[config.mk]
export PLATFORM = sky130hd
export DESIGN_NAME = servo_pwm_with_slew_limit
export DESIGN_NICKNAME = d
export VERILOG_FILES = /design/src/rtl/core/spwm_pkg.sv /design/src/rtl/core/servo_pwm_with_slew_limit.sv
export SDC_FILE = /design/constraint.sdc
export NUM_CORES = 1
export LEC_CHECK = 0
export BUFFER_PORTS_ARGS = -buffer_cell sky130_fd_sc_hd__buf_2
export CAP_MARGIN = 5
export CORE_AREA = 2 2 277 279
export DETAILED_ROUTE_END_ITERATION = 16
export DIE_AREA = 0 0 279 281
export SLEW_MARGIN = 20
export SYNTH_ARGS = -nofsm -noshare
export SYNTH_HDL_FRONTEND = slang
export SYNTH_SLANG_ARGS = --single-unit
[constraint.sdc]
create_clock -name clk -period 11.5 [get_ports clk]
set_input_delay 0.575 -clock clk [delete_from_list [all_inputs] [get_ports clk]]
set_output_delay 0.575 -clock clk [all_outputs]
set_load 0.01 [all_outputs]
[src/rtl/core/spwm_pkg.sv]
// Shared widths, register indexes and reset values for the servo PWM generator.
// Used by servo_pwm_with_slew_limit; depends on nothing else.
package spwm_pkg;

    localparam int COUNT_BITS = 20;
    localparam int POS_BITS   = 16;
    localparam int STEP_BITS  = POS_BITS + 1;
    localparam int CFG_BITS   = (COUNT_BITS > STEP_BITS) ? COUNT_BITS : STEP_BITS;
    localparam int IDX_BITS   = 2;

    typedef logic [COUNT_BITS-1:0]    count_t;
    typedef logic signed [POS_BITS-1:0] pos_t;
    typedef logic [STEP_BITS-1:0]     step_t;
    typedef logic [CFG_BITS-1:0]      cfg_data_t;

    typedef enum logic [IDX_BITS-1:0] {
        REG_PERIOD    = 2'd0,
        REG_MIN_PULSE = 2'd1,
        REG_MAX_PULSE = 2'd2,
        REG_SLEW_STEP = 2'd3
    } cfg_index_t;

    localparam count_t PERIOD_RESET    = count_t'(20000);
    localparam count_t MIN_PULSE_RESET = count_t'(1000);
    localparam count_t MAX_PULSE_RESET = count_t'(2000);
    localparam step_t  SLEW_STEP_RESET = step_t'(655);

endpackage

[src/rtl/core/servo_pwm_with_slew_limit.sv]
// Servo PWM generator with slew-rate limited position, one module.
// Depends on spwm_pkg for widths, register indexes and reset values.
//
// Usage:
// The input channel (in_valid, in_stall, target_pos) carries one request per
// PWM timebase tick, holding the commanded position in signed Q1.15. The
// output channel (out_valid, out_stall, pin_level, period_start, current_pos)
// returns exactly one request per accepted tick, in order.
// The counters and position update at the accepting edge and the result is
// registered, so it appears in the cycle after acceptance. One tick is
// accepted every cycle unless the output stalls; the limit is the single
// output register, which also accepts a new tick while its content is taken.
// When the receiver stalls with a result held, in_stall rises and no new tick
// is taken until the result is accepted. The pulse width multiply, the tick
// compare and the slew step are combinational. Reset clears the tick counter,
// the pulse width and the position (centre), loads the default configuration
// and empties the output register. The user must write configuration through
// cfg_we, cfg_index and cfg_data while idle; the block does not enforce it.
module servo_pwm_with_slew_limit
    import spwm_pkg::*;
(
    input  logic                  clk,
    input  logic                  rst_n,
    input  logic                  cfg_we,
    input  logic [IDX_BITS-1:0]   cfg_index,
    input  logic [CFG_BITS-1:0]   cfg_data,
    input  logic                  in_valid,
    output logic                  in_stall,
    input  logic signed [POS_BITS-1:0] target_pos,
    output logic                  out_valid,
    input  logic                  out_stall,
    output logic                  pin_level,
    output logic                  period_start,
    output logic signed [POS_BITS-1:0] current_pos
);

    localparam int WIDE_POS = POS_BITS + 2;

    count_t period_reg;
    count_t min_pulse_reg;
    count_t max_pulse_reg;
    step_t  slew_step_reg;

    count_t tick_count_reg;
    count_t tick_count_next;
    count_t pulse_width_reg;
    count_t pulse_width_next;
    pos_t   position_reg;
    pos_t   position_next;

    logic   out_valid_reg;
    logic   pin_level_reg;
    logic   pin_level_next;
    logic   period_start_reg;
    pos_t   current_pos_reg;

    logic   accept;
    logic   start;
    logic   period_end;
    count_t period_eff;
    count_t diff;
    logic [POS_BITS-1:0] offset;
    logic [COUNT_BITS+POS_BITS-1:0] product;
    count_t width_calc;
    logic [COUNT_BITS:0] tick_plus_one;

    logic signed [WIDE_POS-1:0] cur_wide;
    logic signed [WIDE_POS-1:0] tgt_wide;
    logic signed [WIDE_POS-1:0] step_wide;
    logic signed [WIDE_POS-1:0] down_wide;
    logic signed [WIDE_POS-1:0] up_wide;

    assign accept   = in_valid && !in_stall;
    assign in_stall = out_valid_reg && out_stall;

    always_comb
    begin
        start      = (tick_count_reg == '0);
        period_eff = (period_reg == '0) ? count_t'(1) : period_reg;
        tick_plus_one = {1'b0, tick_count_reg} + (COUNT_BITS+1)'(1);
        period_end = (tick_plus_one >= {1'b0, period_eff});

        diff    = max_pulse_reg - min_pulse_reg;
        offset  = {~position_reg[POS_BITS-1], position_reg[POS_BITS-2:0]};
        product = {{POS_BITS{1'b0}}, diff} * {{COUNT_BITS{1'b0}}, offset};
        if (max_pulse_reg < min_pulse_reg)
        begin
            width_calc = min_pulse_reg;
        end
        else
        begin
            width_calc = min_pulse_reg + product[COUNT_BITS+POS_BITS-1:POS_BITS];
        end

        pulse_width_next = start ? width_calc : pulse_width_reg;
        pin_level_next   = (tick_count_reg < pulse_width_next);

        cur_wide  = WIDE_POS'(position_reg);
        tgt_wide  = WIDE_POS'(target_pos);
        step_wide = signed'({1'b0, slew_step_reg});
        down_wide = cur_wide - step_wide;
        up_wide   = cur_wide + step_wide;

        position_next   = position_reg;
        tick_count_next = tick_plus_one[COUNT_BITS-1:0];
        if (period_end)
        begin
            tick_count_next = '0;
            priority if (tgt_wide < cur_wide)
            begin
                position_next = (down_wide < tgt_wide) ? target_pos
                                                       : pos_t'(down_wide);
            end
            else if (tgt_wide > cur_wide)
            begin
                position_next = (up_wide > tgt_wide) ? target_pos
                                                     : pos_t'(up_wide);
            end
            else
            begin
                position_next = position_reg;
            end
        end
    end

    always_ff @(posedge clk or negedge rst_n)
    begin
        if (!rst_n)
        begin
            period_reg    <= PERIOD_RESET;
            min_pulse_reg <= MIN_PULSE_RESET;
            max_pulse_reg <= MAX_PULSE_RESET;
            slew_step_reg <= SLEW_STEP_RESET;
        end
        else if (cfg_we)
        begin
            unique case (cfg_index_t'(cfg_index))
                REG_PERIOD:    period_reg    <= cfg_data[COUNT_BITS-1:0];
                REG_MIN_PULSE: min_pulse_reg <= cfg_data[COUNT_BITS-1:0];
                REG_MAX_PULSE: max_pulse_reg <= cfg_data[COUNT_BITS-1:0];
                REG_SLEW_STEP: slew_step_reg <= cfg_data[STEP_BITS-1:0];
                default:       period_reg    <= period_reg;
            endcase
        end
    end

    always_ff @(posedge clk or negedge rst_n)
    begin
        if (!rst_n)
        begin
            tick_count_reg  <= '0;
            pulse_width_reg <= '0;
            position_reg    <= '0;
            out_valid_reg   <= 1'b0;
        end
        else
        begin
            if (accept)
            begin
                tick_count_reg  <= tick_count_next;
                pulse_width_reg <= pulse_width_next;
                position_reg    <= position_next;
                out_valid_reg   <= 1'b1;
            end
            else if (!out_stall)
            begin
                out_valid_reg <= 1'b0;
            end
        end
    end

    always_ff @(posedge clk)
    begin
        if (accept)
        begin
            pin_level_reg    <= pin_level_next;
            period_start_reg <= start;
            current_pos_reg  <= position_reg;
        end
    end

    assign out_valid    = out_valid_reg;
    assign pin_level    = pin_level_reg;
    assign period_start = period_start_reg;
    assign current_pos  = current_pos_reg;

`ifndef SYNTHESIS
    a_accept_fills_output: assert property (@(posedge clk) disable iff (!rst_n)
        accept |=> out_valid_reg)
        else $error("Accepted tick did not produce a result.");

    a_start_flag: assert property (@(posedge clk) disable iff (!rst_n)
        accept && (tick_count_reg == '0) |=> period_start_reg)
        else $error("Period start not flagged on a zero tick count.");

    a_position_moves_at_end: assert property (@(posedge clk) disable iff (!rst_n)
        !(accept && period_end) |=> $stable(position_reg))
        else $error("Position changed away from a period end.");

    a_width_latched_at_start: assert property (@(posedge clk) disable iff (!rst_n)
        accept && start |=> pulse_width_reg == $past(width_calc))
        else $error("Pulse width not latched at period start.");

    a_width_held_mid_period: assert property (@(posedge clk) disable iff (!rst_n)
        !(accept && start) |=> $stable(pulse_width_reg))
        else $error("Pulse width changed within a period.");
`endif

endmodule
==> impl_metrics.toml <==
[route]
wl_per_cell_um = 17.6
dr.first_iter.drc_count = 1323
via_per_inst = 4.95
drt-total-wl_mm = 63.2
drc = 0
vias = 17749
ant_nets = 0
drt-pass1-iter-count = 5

[global_route]
antenna_found_initial = 1
grt_pass1_wl_mm = 102
grt_use_total = 0.166
first_global_vias = 18123
grt_overflow = 0
grt_max_degree = 69

[sta]
fin_ws_ns = 0.404
tightest_slew_ns = 1.09
fin_crit_ns = 11.10
setup_viol = 0
fmax_mhz = 90.1
relSlewSlack = 0.275
hold_viol = 0
final-max-slew-violation-count = 0
finalSetupTns_ns = 0
skew_ns = 0.0163
period_share = 0.965

[clocking]
root_buffer = "clkbuf_16"
numCtsBuffers = 17
cts_tree = "built"
holdBufCountCts = 0
clk_pin_slew_worst_paths_ns = 0.07
cts_num_sinks = 152
cts_htree_levels = 4
clockBufferDepth = 2
insertion_delay_ns = 0.46

[min_path]
min_path_type = "in -> async"

[final_layout]
drive_gt1_frac = 0.164
n_fill_cell = 7691
final_common_cell = "inv_1"
final_cell_mix = "inv_1, ha_1, nand2_1"
multi_input_area_mm2 = 0.0170
regArea_mm2 = 0.00392
fin_nets = 3163
syn2layout_area_growth_pct = 14.2

[critical_path]
r2r-start = "min_pulse_reg[6]"
ff2ff_setup_slack_ns = 0.40
start_kind = "flop"
worst-endpoint-required_ns = 11.70
r2r.worst_path.cells = 46
slowest_delay_ns = 0.53
endpoint_kind = "flop"
critical_path_class = "reg -> reg"
critPathArrivalTime_ns = 11.30
cp_max_fo = 5
r2r_end = "pin_level"
worst_path_max_delay_cell = "dfstp_2"

[place]
gp_congestion = 0.906
dp_hpwl_mm = 50.1
dp_worst_setup_slack_ns = -0.149
io_buffer_count = 62

[synthesis]
async_flop_share = 0.882
yosys_warnings = 0
synth_top_area_frac = 0.225
yosys-top-cells-area = "fa_1, ha_1, dfrtp_1"
synthFlopType = "dfrtp_1"
synth-seq-cells = 152
ys_seq_area_frac = 0.175
synth.distinct_cells = 81
synth-edff-count = 18
synth_nets = 3055
synth_top_area_cell = "fa_1"
synthCells = 2488
synth_area_mm2 = 0.0225
avgSynthCellArea_um2 = 9.03

[die]
core_area_mm2 = 0.0754
placementRows = 101
die_x_um = 279
dieArea_mm2 = 0.0784
start_util = 0.298
io_pins = 63
fp.dieH_um = 281

[status]
status = "finished, final reports clean"

[flow_run]
maxCapViolations = 0
==> worst max path at each step <==
stage	startpoint	to	depth (start not counted)
finish	min_pulse_reg[6]	pin_level	46
detailed placement	min_pulse_reg[1]	pin_level	47
CTS	max_pulse_reg[0]	pin_level	49
floorplan	min_pulse_reg[0]	pin_level	50
global route	min_pulse_reg[6]	pin_level	48
global placement	min_pulse_reg[5]	pin_level	45
==> repair_timing <==
item | in CTS | in global routing
buffers inserted | 0 | 14
endpoints found under the setup margin | 1 | 1
pin swaps | 3 | 58
gates resized for setup | 9 | 93
==> layer usage <==
layer | global-route usage | part of all wire | vias to the layer above
met5 | 0 | 0 | -
met2 | 0.258 | 0.44 | 441
met3 | 0.0260 | 0.056 | 65
met1 | 0.240 | 0.48 | 8802
li1 | - | - | 8441
met4 | 0.0420 | 0.021 | 0
==> cell families (layout without fill, tap and decap cells) <==
| family | count (synthesis) | count (layout) | share of synthesized area |
|---|---|---|---|
| other | 0 | 1 | 0 |
| DFF | 152 | 152 | 0.175 |
| AOI/OAI and AO/OA | 387 | 387 | 0.118 |
| adders and majority gates | 524 | 524 | 0.376 |
| and+or+nand+nor | 698 | 698 | 0.151 |
| muxes | 126 | 126 | 0.0613 |
| xor gates and xnor gates | 83 | 83 | 0.0324 |
| buffers and inverters | 518 | 639 | 0.0872 |
==> worst max-delay path: cells and delay by family, from the launching register on <==
kind,cells,cell delay [ns]
flops,1,0.53
buf+inv,7,0.55
simple gates,12,2.94
fa+ha+maj,10,3.98
compound gates,16,2.75
xor+xnor,1,0.08
==> cell type report <==
| cell class | count | area share |
|---|---|---|
| repair buffers | 189 | 0.0507 |
| multi-input cells | 1818 | 0.664 |
| clock buffers | 17 | 0.0166 |
| inverters | 418 | 0.0612 |
| flip-flops and latches | 152 | 0.153 |
| diodes | 1 | 0.0000976 |
| clock inverters | 15 | 0.00707 |
| well taps | 978 | 0.0477 |
==> Yosys cell counts (23+ instances only) <==
cell type and n:
a21o_1 58, a21oi_1 83, and2_1 86, and3_1 28
clkbuf_1 92, dfrtp_1 111, dfstp_2 23, fa_1 253
ha_1 271, inv_1 415, mux2_2 78, mux2i_1 34
nand2_1 254, nand2b_1 38, nand3_1 48, nand4_1 23
nor2_1 115, nor3_1 37, o21ai_0 72, xnor2_1 54
xor2_1 29
==> per-stage QoR <==
stage	util	hold WS, ns	instance area, µm²	cells
2_1_floorplan	-	0.279	22500	2488
3_3_place_gp	0.325	0.466	24500	3541
3_5_place_dp	0.325	0.493	24500	3541
4_1_cts	0.333	0.132	25100	3573
5_1_grt	0.340	0.149	25600	3587
6_report	0.340	0.119	25600	3588
Power is not shown: default switching activity piles up to over one toggle a cycle in this logic, so the estimate is an artifact.
